**src/hdl/cpm_pkg.sv**
```systemverilog
// Shared types and constants of the cyclic polynomial multiplier.
package cpm_pkg;

  // Field widths of the request and result channels
  localparam int MODE_W  = 2;
  localparam int IDX_W   = 9;
  localparam int COEFF_W = 16;
  localparam int RES_W   = 16;

  // Accumulator width; sums wrap at this width
  localparam int ACC_W   = 48;

  // Configuration register widths
  localparam int Q_W     = 17;
  localparam int PB_W    = 5;

  // APB port geometry
  localparam int CFG_ADDR_W = 4;
  localparam int CFG_DATA_W = 32;

  // Request modes
  localparam logic [MODE_W-1:0] MODE_LOAD_B = 2'd0;
  localparam logic [MODE_W-1:0] MODE_ACC_A  = 2'd1;
  localparam logic [MODE_W-1:0] MODE_READ   = 2'd2;
  localparam logic [MODE_W-1:0] MODE_CLEAR  = 2'd3;

  // Configuration register indexes (word address)
  localparam logic [1:0] REG_REDUCE_SELECT = 2'd0;
  localparam logic [1:0] REG_MODULUS_Q     = 2'd1;
  localparam logic [1:0] REG_POW2_BITS     = 2'd2;

  // Register reset values
  localparam logic [Q_W-1:0]  MODULUS_Q_RST = 17'd2048;
  localparam logic [PB_W-1:0] POW2_BITS_RST = 5'd11;

  // Largest power-of-two exponent that still fits the result field
  localparam logic [PB_W-1:0] POW2_BITS_MAX = 5'd16;

  typedef struct packed {
    logic            reduce_select;
    logic [Q_W-1:0]  modulus_q;
    logic [PB_W-1:0] pow2_bits;
  } cfg_t;

  typedef struct packed {
    logic [MODE_W-1:0]         mode;
    logic [IDX_W-1:0]          index;
    logic signed [COEFF_W-1:0] coeff;
  } cmd_t;

  // Accumulator fetch handed to the reduction unit
  typedef struct packed {
    logic             start;
    logic             oor;
    logic [ACC_W-1:0] acc;
  } red_req_t;

endpackage

```
**src/hdl/cpm_cfg.sv**
```systemverilog
// APB configuration registers of the cyclic polynomial multiplier.
module cpm_cfg (
  input  logic                           clk,
  input  logic                           rst_n,
  input  logic                           psel,
  input  logic                           penable,
  input  logic                           pwrite,
  input  logic [cpm_pkg::CFG_ADDR_W-1:0] paddr,
  input  logic [cpm_pkg::CFG_DATA_W-1:0] pwdata,
  output logic [cpm_pkg::CFG_DATA_W-1:0] prdata,
  output logic                           pready,
  output cpm_pkg::cfg_t                  cfg
);

  cpm_pkg::cfg_t cfg_r;
  logic          wr_en;
  logic [1:0]    reg_sel;

  assign pready  = 1'b1;
  assign wr_en   = psel && penable && pwrite;
  assign reg_sel = paddr[3:2];
  assign cfg     = cfg_r;

  // Write the addressed register
  always_ff @(posedge clk) begin
    if (!rst_n) begin
      cfg_r.reduce_select <= 1'b0;
      cfg_r.modulus_q     <= cpm_pkg::MODULUS_Q_RST;
      cfg_r.pow2_bits     <= cpm_pkg::POW2_BITS_RST;
    end else if (wr_en) begin
      unique case (reg_sel)
        cpm_pkg::REG_REDUCE_SELECT: cfg_r.reduce_select <= pwdata[0];
        cpm_pkg::REG_MODULUS_Q:     cfg_r.modulus_q     <= pwdata[cpm_pkg::Q_W-1:0];
        cpm_pkg::REG_POW2_BITS:     cfg_r.pow2_bits     <= pwdata[cpm_pkg::PB_W-1:0];
        default: ;
      endcase
    end
  end

  // Read back the addressed register
  always_comb begin
    unique case (reg_sel)
      cpm_pkg::REG_REDUCE_SELECT: prdata = cpm_pkg::CFG_DATA_W'(cfg_r.reduce_select);
      cpm_pkg::REG_MODULUS_Q:     prdata = cpm_pkg::CFG_DATA_W'(cfg_r.modulus_q);
      cpm_pkg::REG_POW2_BITS:     prdata = cpm_pkg::CFG_DATA_W'(cfg_r.pow2_bits);
      default:                    prdata = '0;
    endcase
  end

endmodule

```
**config.mk**
```make
export PLATFORM = sky130hd
export DESIGN_NAME = cpm_cfg
export DESIGN_NICKNAME = d
export VERILOG_FILES = /design/src/hdl/cpm_pkg.sv /design/src/hdl/cpm_cfg.sv
export SDC_FILE = /design/constraint.sdc
export NUM_CORES = 1
export LEC_CHECK = 0
export BUFFER_PORTS_ARGS = -buffer_cell sky130_fd_sc_hd__buf_2
export CAP_MARGIN = 5
export CORE_ASPECT_RATIO = 0.9
export CORE_MARGIN = 2
export CORE_UTILIZATION = 28
export CTS_CLUSTER_DIAMETER = 100
export CTS_CLUSTER_SIZE = 25
export DETAILED_ROUTE_END_ITERATION = 16
export SYNTH_ARGS = -nofsm -noshare
export SYNTH_HDL_FRONTEND = slang
export SYNTH_SLANG_ARGS = --single-unit
```
**constraint.sdc**
```tcl
create_clock -name clk -period 1.5 [get_ports clk]
set_input_delay 0.225 -clock clk [delete_from_list [all_inputs] [get_ports clk]]
set_output_delay 0.225 -clock clk [all_outputs]
set_load 0.01 [all_outputs]
```
==> results.txt <==
After detailed routing, the total wire length is 2680 um. Power spread over the standard cell area amounts to 735 mW/mm^2. In the layout the commonest cells are buf_2, nand2_1, dfxtp_1.

For the final estimated routing congestion in global placement, the log shows 0.694. The worst hold path belongs to the class input port to register. The most repeated library cell on the critical path was buf_2.

The worst setup path is launched from an input port. The first global-routing pass estimated 4270 um of wire. Setup repair after global routing left no endpoint under its margin. The type of element capturing the critical path is an output port. At the end of the flow, the number of nets in the layout was 244. The fraction of layout cells with a size suffix above 1 is 37.1%.

The data required time at the worst endpoint was 1.27 ns; the via count normalized by instance count was 4.07. The largest stage delay on the critical path came out at 0.20 ns. The internal portion of the total power is 874 uW. Number of violations reported at the end of detailed-routing iteration 0: 29. The slowest cell on the critical path was nor2b_1. The die is 67.2 um tall. The number of buffers inserted during clock tree synthesis is 3, and the worst clock skew is 0 ns.

For the hold violation count in the final report, the log shows 0. The detailed router placed 1066 vias in this run. Based on the critical path, the design can be clocked at up to 805 MHz. The analysis attributes to net switching a power of 286 uW. The synthesized design contains 23 register bits.

For the die area, the log shows 0.00498 sq mm. The count of buffers from port buffering came out at 63. The starting utilization of the core area is 29.9%. Sorting the synthesized cells by area gives the leading types as dfxtp_1, mux2i_1, nand2_1. The share of total power in the clock network is 32.6%, and the sink count of the clock tree is 23.

Net switching fraction of the power: 24.7%. Kind of critical path: input port to output port. In this run the worst path has a maximum fanout of 7.

Registers take 460 sq um. The run finished with clean final reports. The detail route stage leaves a number of antenna-violating nets equal to 0. In this run the worst setup path begins at paddr[3].

Gates resized during post-CTS repair numbered 0. For the number of maximum-capacitance constraint violations, the log shows 0. The synthesized netlist occupies a cell area of 0.00124 sq mm.

TritonCTS built the clock tree. The part of the power in registers is 53.8%. The origin of the critical flop-to-flop path was cfg[22]. The library cell used most frequently in the layout, excluding fill and tap cells, is buf_2. The mean instance size in the synthesized netlist works out to 8.74 sq um.

In this run, post-CTS hold repair placed 0 buffers. For the HPWL reported at the end of detailed placement, the log shows 2140 um. The tools report the post-route cell area as 0.00158 sq mm.

The run gives 0 as the setup-violating endpoint count in the final report. For the final routed database, the setup TNS stands at 0 ns. Fill cells in the final layout number 457.

The tree is rooted in a clkbuf_8. The minimum period implied by the final worst setup slack was 1.24 ns. The startpoint of the lowest-slack hold path is pwdata[7]. The core region is 0.00416 sq mm. The register with the most flip-flops in the layout has 23 of them. The clock reaches the later pin of the worst-skew pair after 0.26 ns.

The run gives 20 as the pin count of the biggest net entering global routing. The leading area contributor after synthesis is dfxtp_1. The data arrival time of the worst path was 1.02 ns.

The number of placed I/O pins is 97, and the final number of max-transition violations is 0. Dividing the detail-routed wire length by the instance count gives 10.2 um. The fraction of post-synthesis cell area in the top cell type by area came out at 37.1%.

The first detailed-routing pass ran for 4 iterations. The area of the multi-input gates is 617 sq um. The Yosys step of the flow raised 0 warnings. In the synthesized netlist, the number of instances is 142. The logs give 22 for the number of placement rows and 0 for the post-CTS repair timing setup buffer count. The number of antenna diodes in the final layout is 0. For this run, the total global-route usage over all layers was measured as 11.1%. Summing all placed instances gives a cell area of 0.00153 sq mm. The total overflow left after global routing is 0. The number of global-route vias before repair was 960; the area added between synthesis and finish was 27.1%. The worst path uses 82.9% of the clock period. The signal on the critical path passes through buf_2 > nor2b_1 > buf_4 > nand2_1 > o21ai_0 > buf_2. Of the synthesized area, sequential elements account for 37.1%. The analysis attributes to cell leakage a power of 0.000802 uW. The die is 74.2 um wide. The initial antenna violation count was 0. The number of library cell types mapped by synthesis was 22; the post-route DRC violation count was 0.

The H-tree depth reported by CTS is 1, and the worst supply voltage drop on vdd is 0.000349 V. Per report_power, the combinational group accounts for 13.5% of the total. Clock-pin slew was measured on the worst setup and hold paths at 0.08 ns.

The maximum number of buffers from clock root to sink came out at 2.
-- cells in the mapped netlist --
cell and n:
o311ai_0 1, mux2i_1 19, and3_2 1, nand3_1 5, nor2b_1 1, and2_1 13, nor2b_4 1, o41ai_1 1
and2_4 1, a22o_1 4, buf_12 2, o21ai_0 1, buf_4 16, clkbuf_1 4, dfxtp_1 23, buf_2 3
o211ai_2 1, buf_6 1, o211ai_1 3, nand2_1 35, inv_1 4, conb_1 2
-- critical path, delay by kind of cell --
| family | cells | cell delay, ns |
|---|---|---|
| compound gates | 1 | 0.06 |
| simple gates | 2 | 0.26 |
| buf+inv | 3 | 0.47 |
-- cells by family (layout without fill, tap and decap cells) --
group | Yosys count | in the layout | synth area share, %
other | 2 | 16 | 0.605
buffers and inverters | 30 | 76 | 17.4
AND/OR/NAND/NOR | 57 | 57 | 22.1
AO/OA/AOI/OAI | 11 | 11 | 7.46
flip-flops | 23 | 23 | 37.1
multiplexers | 19 | 19 | 15.3
-- path summary, 6_finish.rpt --
path / to / slack (ns) / cells after the start
setup / recovery: prdata[0] / 0.26 / 6
hold / removal: cfg[12] / 0.20 / 3
setup reg to reg: cfg[22] / 0.85 / 2
hold reg to reg: cfg[17] / 0.47 / 2
-- routing by layer --
metal / GRT usage (%) / wire (um) / up-vias / share of wire [%]
met2: 19.5 / 1300 / 36 / 49
met3: 4.18 / 194 / 2 / 7.2
met4: 2.73 / 8 / 0 / 0.30
met1: 12.7 / 1180 / 478 / 44
met5: 0 / 0 / - / 0
li1: - / - / 550 / -
-- metrics by stage --
step	utilization (%)	cells	total power (uW)	hold slack, ns	setup WS (ns)
final	38.0	262	1160	0.204	0.257
after global routing	38.0	262	1230	0.196	0.131
after CTS	38.0	262	1190	0.195	0.239
after detailed placement	36.9	258	798	0.463	0.243
after global placement	36.9	258	798	0.452	0.238
after floorplan	-	156	761	0.326	0.396
-- power by group through the flow --
stage | combinational, uW | sequential, uW | clock, uW
floorplan | 118 | 643 | 0
global placement | 159 | 639 | 0
detailed placement | 159 | 639 | 0
CTS | 159 | 625 | 402
global route | 178 | 626 | 425
finish | 157 | 625 | 379
-- layout make-up --
| cell class | count | share of cell area (%) |
|---|---|---|
| Tap cell | 60 | 4.76 |
| Clock buffer | 4 | 2.85 |
| Inverter | 4 | 0.952 |
| Sequential cell | 23 | 29.2 |
| Timing Repair Buffer | 68 | 23.2 |
| Multi-Input combinational cell | 103 | 39.1 |
Note: power is estimated with default switching activity, not from simulation.
