## config.mk

```make
export PLATFORM = sky130hd
export DESIGN_NAME = cpm_reduce
export DESIGN_NICKNAME = d
export VERILOG_FILES = /design/src/hdl/cpm_pkg.sv /design/src/hdl/cpm_reduce.sv
export SDC_FILE = /design/constraint.sdc
export NUM_CORES = 1
export LEC_CHECK = 0
export BUFFER_PORTS_ARGS = -buffer_cell sky130_fd_sc_hd__buf_2
export CORE_ASPECT_RATIO = 2
export CORE_MARGIN = 3
export CORE_UTILIZATION = 64
export DETAILED_ROUTE_END_ITERATION = 10
export PLACE_DENSITY = 0.95
export SYNTH_ARGS = -nofsm -noshare
export SYNTH_HDL_FRONTEND = slang
export SYNTH_SLANG_ARGS = --single-unit
```

## constraint.sdc

```tcl
create_clock -name clk -period 12.7 [get_ports clk]
set_clock_uncertainty 0.2 [all_clocks]
set_input_delay 0.635 -clock clk [delete_from_list [all_inputs] [get_ports clk]]
set_output_delay 0.635 -clock clk [all_outputs]
set_load 0.02 [all_outputs]
```

## src/hdl/cpm_pkg.sv

```systemverilog
// Shared types and constants of the cyclic polynomial multiplier.
package cpm_pkg;

  // Field widths of the request and result channels
  localparam int MODE_W  = 2;
  localparam int IDX_W   = 9;
  localparam int COEFF_W = 16;
  localparam int RES_W   = 16;

  // Accumulator width; sums wrap at this width
  localparam int ACC_W   = 48;

  // Configuration register widths
  localparam int Q_W     = 17;
  localparam int PB_W    = 5;

  // APB port geometry
  localparam int CFG_ADDR_W = 4;
  localparam int CFG_DATA_W = 32;

  // Request modes
  localparam logic [MODE_W-1:0] MODE_LOAD_B = 2'd0;
  localparam logic [MODE_W-1:0] MODE_ACC_A  = 2'd1;
  localparam logic [MODE_W-1:0] MODE_READ   = 2'd2;
  localparam logic [MODE_W-1:0] MODE_CLEAR  = 2'd3;

  // Configuration register indexes (word address)
  localparam logic [1:0] REG_REDUCE_SELECT = 2'd0;
  localparam logic [1:0] REG_MODULUS_Q     = 2'd1;
  localparam logic [1:0] REG_POW2_BITS     = 2'd2;

  // Register reset values
  localparam logic [Q_W-1:0]  MODULUS_Q_RST = 17'd2048;
  localparam logic [PB_W-1:0] POW2_BITS_RST = 5'd11;

  // Largest power-of-two exponent that still fits the result field
  localparam logic [PB_W-1:0] POW2_BITS_MAX = 5'd16;

  typedef struct packed {
    logic            reduce_select;
    logic [Q_W-1:0]  modulus_q;
    logic [PB_W-1:0] pow2_bits;
  } cfg_t;

  typedef struct packed {
    logic [MODE_W-1:0]         mode;
    logic [IDX_W-1:0]          index;
    logic signed [COEFF_W-1:0] coeff;
  } cmd_t;

  // Accumulator fetch handed to the reduction unit
  typedef struct packed {
    logic             start;
    logic             oor;
    logic [ACC_W-1:0] acc;
  } red_req_t;

endpackage

```

## src/hdl/cpm_reduce.sv

```systemverilog
// Result reduction: power-of-two mask or bit-serial signed remainder mod q.
module cpm_reduce (
  input  logic                      clk,
  input  logic                      rst_n,
  input  cpm_pkg::red_req_t         req,
  input  cpm_pkg::cfg_t             cfg,
  output logic                      busy,
  output logic                      res_valid,
  input  logic                      res_ready,
  output logic [cpm_pkg::RES_W-1:0] res
);

  localparam int ACC_W = cpm_pkg::ACC_W;
  localparam int Q_W   = cpm_pkg::Q_W;
  localparam int CNT_W = $clog2(ACC_W);

  localparam logic [1:0] R_IDLE = 2'd0;
  localparam logic [1:0] R_DIV  = 2'd1;
  localparam logic [1:0] R_FIX  = 2'd2;
  localparam logic [1:0] R_HOLD = 2'd3;

  logic [1:0]               state_r, state_nxt;
  logic [CNT_W-1:0]         cnt_r, cnt_nxt;
  logic [ACC_W-1:0]         mag_r, mag_nxt;
  logic [Q_W-1:0]           rem_r, rem_nxt;
  logic                     neg_r, neg_nxt;
  logic [cpm_pkg::RES_W-1:0] res_r, res_nxt;

  logic [Q_W:0]             trial;
  logic [Q_W:0]             q_ext;
  logic [cpm_pkg::PB_W-1:0] bits_c;
  logic [cpm_pkg::RES_W:0]  mask_w;
  logic [Q_W-1:0]           fix_w;

  assign trial  = {rem_r, mag_r[ACC_W-1]};
  assign q_ext  = {1'b0, cfg.modulus_q};
  assign bits_c = (cfg.pow2_bits > cpm_pkg::POW2_BITS_MAX) ? cpm_pkg::POW2_BITS_MAX
                                                           : cfg.pow2_bits;
  assign mask_w = ({{cpm_pkg::RES_W{1'b0}}, 1'b1} << bits_c) - 1'b1;
  assign fix_w  = (neg_r && (rem_r != '0)) ? cfg.modulus_q - rem_r : rem_r;

  // Reduce one fetched accumulator
  always_comb begin
    state_nxt = state_r;
    cnt_nxt   = cnt_r;
    mag_nxt   = mag_r;
    rem_nxt   = rem_r;
    neg_nxt   = neg_r;
    res_nxt   = res_r;
    unique case (state_r)
      R_IDLE: begin
        if (req.start) begin
          state_nxt = R_HOLD;
          if (req.oor) begin
            res_nxt = '0;
          end else if (cfg.reduce_select) begin
            res_nxt = req.acc[cpm_pkg::RES_W-1:0] & mask_w[cpm_pkg::RES_W-1:0];
          end else if (cfg.modulus_q < Q_W'(2)) begin
            res_nxt = '0;
          end else begin
            // divide the magnitude, fix the sign afterwards
            neg_nxt   = req.acc[ACC_W-1];
            mag_nxt   = req.acc[ACC_W-1] ? (~req.acc + 1'b1) : req.acc;
            rem_nxt   = '0;
            cnt_nxt   = CNT_W'(ACC_W - 1);
            state_nxt = R_DIV;
          end
        end
      end
      R_DIV: begin
        rem_nxt = (trial >= q_ext) ? Q_W'(trial - q_ext) : trial[Q_W-1:0];
        mag_nxt = {mag_r[ACC_W-2:0], 1'b0};
        cnt_nxt = cnt_r - 1'b1;
        if (cnt_r == '0) begin
          state_nxt = R_FIX;
        end
      end
      R_FIX: begin
        res_nxt   = fix_w[cpm_pkg::RES_W-1:0];
        state_nxt = R_HOLD;
      end
      R_HOLD: begin
        if (res_ready) begin
          state_nxt = R_IDLE;
        end
      end
      default: state_nxt = R_IDLE;
    endcase
  end

  always_ff @(posedge clk) begin
    if (!rst_n) begin
      state_r <= R_IDLE;
    end else begin
      state_r <= state_nxt;
    end
  end

  always_ff @(posedge clk) begin
    cnt_r <= cnt_nxt;
    mag_r <= mag_nxt;
    rem_r <= rem_nxt;
    neg_r <= neg_nxt;
    res_r <= res_nxt;
  end

  assign busy      = (state_r != R_IDLE);
  assign res_valid = (state_r == R_HOLD);
  assign res       = res_r;

endmodule

```

==> results of run 1 <==
-- synthesized netlist by cell type (4+ instances only) --
cell type and n:
o31ai_1 16, a32o_1 4, clkbuf_1 27, o21a_1 9
nand2_1 81, edfxtp_1 88, or2_2 4, xor2_1 48
nor3_1 11, nand2b_1 9, nor2_1 45, or3_1 10
o22ai_1 4, nor2b_1 15, a21oi_1 31, or4_1 7
xnor2_1 25, buf_1 4, or4_4 4, mux2_2 7
nand3_1 23, ha_1 39, nand4_1 7, o41ai_1 12
a31oi_1 4, o211ai_1 8, inv_1 56, mux2i_1 16
o21ai_0 87, nor4_1 8, o31a_1 4, a211o_1 4
-- state kept, by name (all words and copies together), names as in the netlist --
signal and flops:
mag_r 48, cnt_r 6, state_r 2, rem_r 17, neg_r 1, res 16
-- metal layers --
metal  track usage  vias up
met4         0.216        0
li1              -     2907
met3        0.0793      117
met5             0        -
met2         0.570      362
met1         0.348     2925
-- per-stage QoR --
step	setup WS (ns)	cells	util	instance area [sq um]
after floorplan	7.43	754	-	6880
after global placement	8.87	956	0.713	7470
after detailed placement	8.75	956	0.713	7470
after CTS	8.97	972	0.743	7790
after global routing	8.79	972	0.743	7790
final	8.92	972	0.743	7790
-- worst min path at each step --
stage	slack (ns)	start	to	cells after the start
4_1_cts	0.29	rst_n	state_r[1]	2
5_1_grt	0.29	rst_n	state_r[1]	2
6_report	0.30	rst_n	state_r[1]	2
3_5_place_dp	0.32	mag_r[29]	mag_r[30]	2
2_1_floorplan	0.30	mag_r[46]	mag_r[47]	2
3_3_place_gp	0.31	mag_r[19]	mag_r[20]	2
-- cell usage in the layout, fill, tap and decap left out, types with 3 or more instances in the layout --
master / Yosys / routed
o211ai_1: 8 / 8
nor4_1: 8 / 8
buf_2: 2 / 93
or4_1: 7 / 7
o31ai_1: 16 / 16
a211o_1: 4 / 4
o22ai_1: 4 / 3
ha_1: 39 / 38
o31a_1: 4 / 4
mux2i_1: 16 / 16
mux2_2: 7 / 7
xor2_1: 48 / 48
inv_1: 56 / 56
nand2_1: 81 / 81
nand2b_1: 9 / 9
or4_4: 4 / 4
edfxtp_1: 88 / 88
o21a_1: 9 / 9
or3_1: 10 / 10
buf_4: 0 / 5
nor3_1: 11 / 11
nand4_1: 7 / 7
or2_2: 4 / 4
nand3_1: 23 / 23
o41ai_1: 12 / 11
xnor2_1: 25 / 25
a32o_1: 4 / 4
clkbuf_16: 0 / 9
nor2_1: 45 / 45
a21oi_1: 31 / 31
nor2b_1: 15 / 15
o21ai_0: 87 / 87
-- kinds of logic after synthesis --
| group | Yosys count |
|---|---|
| flops | 90 |
| compound gates | 205 |
| buf+inv | 89 |
| simple gates | 233 |
| xor+xnor | 73 |
| mux | 23 |
| fa+ha+maj | 41 |
-- cell type report --
| class | count | area (sq um) | share of cell area |
|---|---|---|---|
| multi-input cells | 575 | 3900 | 0.501 |
| clock buffers | 10 | 229 | 0.0294 |
| flip-flops and latches | 90 | 2680 | 0.344 |
| inverters | 56 | 210 | 0.0270 |
| clock inverters | 6 | 90.1 | 0.0116 |
| repair buffers | 98 | 503 | 0.0646 |
| well taps | 137 | 171 | 0.0220 |
-- power groups by stage --
stage	sequential (mW)	combinational, mW	clock, mW
2_1_floorplan	0.543	0.426	0
3_3_place_gp	0.525	0.601	0
3_5_place_dp	0.527	0.620	0
4_1_cts	0.523	0.628	0.290
5_1_grt	0.534	0.704	0.301
6_report	0.527	0.642	0.288
==> run summary, run 1 <==
• 0.301 ns — Post-Route Hold Slack
• 6460 um — metal1 wirelength
• clkbuf_16 — Root Driver
• 0 — Yosys warning total
• 8.92 ns — Register-to-Register Setup Slack
• 871 — Synth Net Count
• 14000 um — Detail Placement HPWL
• 0.230 — Max-slew headroom
• 0 — max-capacitance violation count
• 0 — setup-violating endpoint count in the final report
• 0.50 ns — worst stage delay on the critical path
• 53 — number of placement rows
• 19.8 um — Wirelength per Cell
• 3.78 ns — Final Critical Period
• 3.06 nW — cell leakage power
• 0 — residual antenna-violating net count after detailed routing
• 149 uV — worst ir drop on vdd
• 1.46 mW — Pwr Total
• 6338 — vias in the first global route
• 10000 um — met2 wire length
• compound AO/OA/AOI/OAI gates — kind of cell adding the most delay to the critical path
• 2 — maximum count of clock buffers along a single path
• 1 — number of buffer and inverter instances along the worst setup path
• rem_r[1] — CP Launch Point
• 79.3 um — floorplan die width
• 265 MHz — Max Clock Freq
• 570 — Initial DRC Count
• 6.49 — detailed-route vias per instance
• 3 — H-tree Lvls
• 6311 — total number of vias
• 94 — maximum number of pins on one net before global-route repair
• 93 — number of buffers added on ports
• 31200 um — wire length of the first global-routing pass
• 947 — number of nets in the layout
• 12.58 ns — data required time at the worst endpoint
• ha_1 > nor2b_1 > o21ai_1 > a21oi_1 > or3_1 > a2111o_1 > a31oi_2 > buf_4 > nand2b_1 > o21ai_0 — crit path cell chain
• 9.12 sq um — Mean Syn Cell Area
• 0.0347 — multiplexer fraction of the synthesized cell area
• 9 — clock buffers created by TritonCTS
• 0.166 — share of layout cells above drive strength 1
• met4 — Top Layer Used
• rem_r[12] — Critical Path End
• 0 — cts repair resizes
• rem_r[12] — endpoint of the worst register-to-register path
• 0.657 — initial cell density of the core
• edfxtp_1 — dominant synthesized flop cell
• 187 mW/mm^2 — ratio of total power to cell area
• 10 — critical path depth
• 0 — number of max-slew violations in the final report
• 19300 um — Detailed Route WL
• 90 — TritonCTS sink count
• edfxtp_1 — Slowest cell on crit path
• 0.441 — Logic pwr share
• 579 uW — net switching power figure
• 0 — ys async rst share
• 3.66 ns — WP data arrival
• built — clock tree from TritonCTS
• 0.973 — Final Wtd Congestion
• flip-flop — type of origin of the critical path
• 0.390 — post-synthesis sequential area ratio
• 0 — post-route DRC violation count
• 0.330 — GRT Total Usage
• false — unrepaired setup endpoints after global routing
• 90 — #FFs+latches synth
• 754 — number of instances in the synthesized netlist
• 0.0121 sq mm — full die area
• 1410 um — Met3 Wirelength
• 13.2% — layout overhead on the synthesized area
• edfxtp_1 — post-synthesis cell type with the largest combined area
• 5 — number of iterations in the first detailed-routing pass
• 94 — IO Pins
• 0.398 — fraction of power spent switching nets
• 0.361 — share of power burned in registers
• finished, final reports clean — outcome
• 760 — count of filler cells inserted in the layout
• 878 uW — Int Pwr
• compound AO/OA/AOI/OAI gates — main combinational cell family by area after synthesis
• 1.15 ns — actual transition at the worst max-transition pin
• 0 — Post-CTS Hold Fix Bufs
• 0 — residual overflow from global routing
• 88 — number of synthesized flops with an enable pin
• 0 — diodes inserted
• 0 ns — final setup TNS
• flip-flop — element type at the critical path end
• 10 — R2R depth
• 57 — number of distinct library cells after synthesis
• 15 — critical-path maximum fanout
• 0.35 ns — insertion delay of the later-clocked pin in the worst-skew pair
• 0.0105 sq mm — placeable core region
• 0.298 — Tcrit/Tclk final
• flip-flop to flip-flop — type of the setup path with the least slack
• 0.00688 sq mm — Syn Std Cell Area
• 0.0929 — share of the synthesized netlist area taken by xor and xnor gates
• input pin to flip-flop — Worst Hold Class
• 0.169 — basic-gate share of the synthesized area counting and, or, nand and nor cells
• rem_r[1] — R2R Path Start
• 0.198 — clock network fraction of design power
• 0.07 ns — clock-pin slew on the worst setup and hold paths
• 0.384 — area share of the largest cell type after synthesis
• 153 um — Die Height
• 0 — number of antenna violations at the first check in global routing
• 0 — Hold Vio Cnt, Final
• edfxtp_1, ha_1, o21ai_0 — largest cells by area after synthesis
• 0.0768 — area share of fa/ha/maj cells after synthesis
• 0 — post-CTS setup buffer count
• 0.188 — Synth Area in Compound Gates
No activity file was read; power rests on OpenSTA's default activity.
==> run 2, diff against run 1 <==
- CORE_UTILIZATION: 64 -> 53
- PLACE_DENSITY: 0.95 -> 0.87
- clock period: 12.7 -> 3.22 ns (I/O delays scaled with it)
==> run 2 against run 1 <==
  * First-iteration DRC count shrank 24%
  * Highest routed layer unchanged
  * Wire length is 4.1% lower
  * Combinational power grew to 4.1 times the previous value
  * Critical path depth increased by 2
  * Global-route usage down 7.1 points
  * Sequential power rose to 3.8 times the previous value
  * Final cell count increased by 3.5%
  * Largest power group unchanged
  * Clock power rose to 3.9 times the previous value
==> run summary, run 2 (synthesized netlist as in run 1, its figures left out) <==
• finished, final reports clean — outcome
• 0 — Hold Vio Cnt, Final
• 29400 um — wire length of the first global-routing pass
• 0.17 ns — Register-to-Register Setup Slack
• 0.948 — Tcrit/Tclk final
• a2111o_1 — Slowest cell on crit path
• rem_r[7] — endpoint of the worst register-to-register path
• flip-flop — element type at the critical path end
• inv_1 > ha_2 > fa_2 > nor2b_1 > o21ai_1 > a21oi_1 > or3_4 > a2111o_1 > a31oi_4 > buf_6 > mux2i_1 > nor2_1 — crit path cell chain
• 167 um — Die Height
• 86.6 um — floorplan die width
• 0 — residual antenna-violating net count after detailed routing
• input pin to flip-flop — Worst Hold Class
• 987 — Inst Count DP
• 0.00543 ns — Post-Route Hold Slack
• 16.2% — layout overhead on the synthesized area
• mag_r[47] — R2R Path Start
• 13800 um — Detail Placement HPWL
• 94 — IO Pins
• 6056 — vias in the first global route
• 1006 — Final Instance Count excl. Fillers
• 1085 — count of filler cells inserted in the layout
• 0.0126 sq mm — placeable core region
• 3.16 nW — cell leakage power
• 9 — clock buffers created by TritonCTS
• 93 — number of buffers added on ports
• built — clock tree from TritonCTS
• buf_2 — most common cell after layout, fill and taps aside
• 58 — number of placement rows
• 0 — diodes inserted
• 3.11 ns — data required time at the worst endpoint
• 93 — maximum number of pins on one net before global-route repair
• 0.188 — share of layout cells above drive strength 1
• mag_r — largest register by flop count
• buf_2, edfxtp_1, o21ai_0 — most used cells in the layout excluding fill and tap cells
• 0.948 — Final Wtd Congestion
• flip-flop to flip-flop — type of the setup path with the least slack
• 968 — number of nets in the layout
• 0 ns — final setup TNS
• 3 — number of cells on the worst hold path
• 0 — max-capacitance violation count
• 3 — H-tree Lvls
• 18500 um — Detailed Route WL
• 6210 — total number of vias
• 2 — number of buffer and inverter instances along the worst setup path
• req[19] — worst hold start
• 2 — maximum count of clock buffers along a single path
• 3.05 ns — Final Critical Period
• 0.06 ns — clock-pin slew on the worst setup and hold paths
• 6 — number of iterations in the first detailed-routing pass
• 5.78 mW — Pwr Total
• 0.41 ns — worst stage delay on the critical path
• 0.34 ns — insertion delay of the later-clocked pin in the worst-skew pair
• 328 MHz — Max Clock Freq
• 7 — critical-path maximum fanout
• 12 — R2R depth
• 0 — setup-violating endpoint count in the final report
• flip-flop — type of origin of the critical path
• 433 — Initial DRC Count
• 723 mW/mm^2 — ratio of total power to cell area
• 0 — residual overflow from global routing
• 0 — number of antenna violations at the first check in global routing
• 0.802 ns — actual transition at the worst max-transition pin
• false — unrepaired setup endpoints after global routing
• 48 — Largest register FFs
• 0.465 — Max-slew headroom
• 0 — post-route DRC violation count
• 2.94 ns — WP data arrival
• compound AO/OA/AOI/OAI gates — kind of cell adding the most delay to the critical path
• 0.259 — GRT Total Usage
• clkbuf_16 — Root Driver
• 397 uV — worst ir drop on vdd
• 0.0145 sq mm — full die area
• 6.17 — detailed-route vias per instance
• 18.4 um — Wirelength per Cell
• 0 — post-CTS setup buffer count
• mag_r[19] — hold path endpoint
• 90 — TritonCTS sink count
• 0 — number of max-slew violations in the final report
• 0.545 — initial cell density of the core
-- run 2: cell types whose count changed in the layout (fill, tap and decap cells not counted), sizes merged --
| cell | change |
|---|---|
| clkbuf | +1 |
| buf | +19 |
| inv | -1 |
| dlygate4sd3 | +2 |
-- run 2: power by group --
part	internal, mW	switching (mW)
clock	0.681	0.445
combinational	1.02	1.62
sequential	1.85	0.170
total	3.54	2.23
-- run 2: area by class of cell --
| cell class | count | area, sq um | area share |
|---|---|---|---|
| Multi-Input combinational cell | 575 | 3930 | 0.491 |
| Sequential cell | 90 | 2680 | 0.336 |
| Timing Repair Buffer | 119 | 671 | 0.0839 |
| Clock buffer | 11 | 233 | 0.0291 |
| Inverter | 56 | 210 | 0.0263 |
| Tap cell | 150 | 188 | 0.0235 |
| Clock inverter | 5 | 81.3 | 0.0102 |
-- run 2: stage by stage --
step,util,setup slack (ns),cell area [sq um]
5_1_grt,0.633,0.0000939,7990
6_report,0.633,0.169,7990
3_5_place_dp,0.603,0.0985,7620
3_3_place_gp,0.603,0.143,7620
4_1_cts,0.630,0.0817,7950
2_1_floorplan,-,0.0746,6890
-- run 2: worst max path at each step --
| stage | from | endpoint | slack [ns] | cells after the start |
|---|---|---|---|---|
| after global placement | mag_r[47] | rem_r[2] | 0.14 | 12 |
| final | mag_r[47] | rem_r[7] | 0.17 | 12 |
| after floorplan | rem_r[1] | rem_r[2] | 0.07 | 10 |
| after global routing | mag_r[47] | rem_r[7] | 0.00009 | 12 |
| after detailed placement | mag_r[47] | rem_r[4] | 0.1 | 12 |
| after CTS | mag_r[47] | rem_r[13] | 0.08 | 12 |
-- run 2: timing repair --
action,in CTS,in global routing
resized for setup,0,7
endpoints found under the setup margin,0,17
hold buffers,2,0
hold endpoints to repair,3,0
-- run 2: worst reg2reg max path, cell delays in order, from the launching register on --
cell	delay, ns
edfxtp_1	0.35
inv_1	0.09
ha_2	0.19
fa_2	0.22
nor2b_1	0.05
o21ai_1	0.15
a21oi_1	0.11
or3_4	0.39
a2111o_1	0.41
a31oi_4	0.20
buf_6	0.18
mux2i_1	0.21
nor2_1	0.06
-- run 2: layer usage --
layer | GRT usage | vias up | routed length (um)
met3 | 0.0335 | 94 | 909
li1 | - | 2949 | -
met5 | 0 | - | 0
met2 | 0.467 | 243 | 9720
met4 | 0.157 | 0 | 1260
met1 | 0.277 | 2924 | 6580
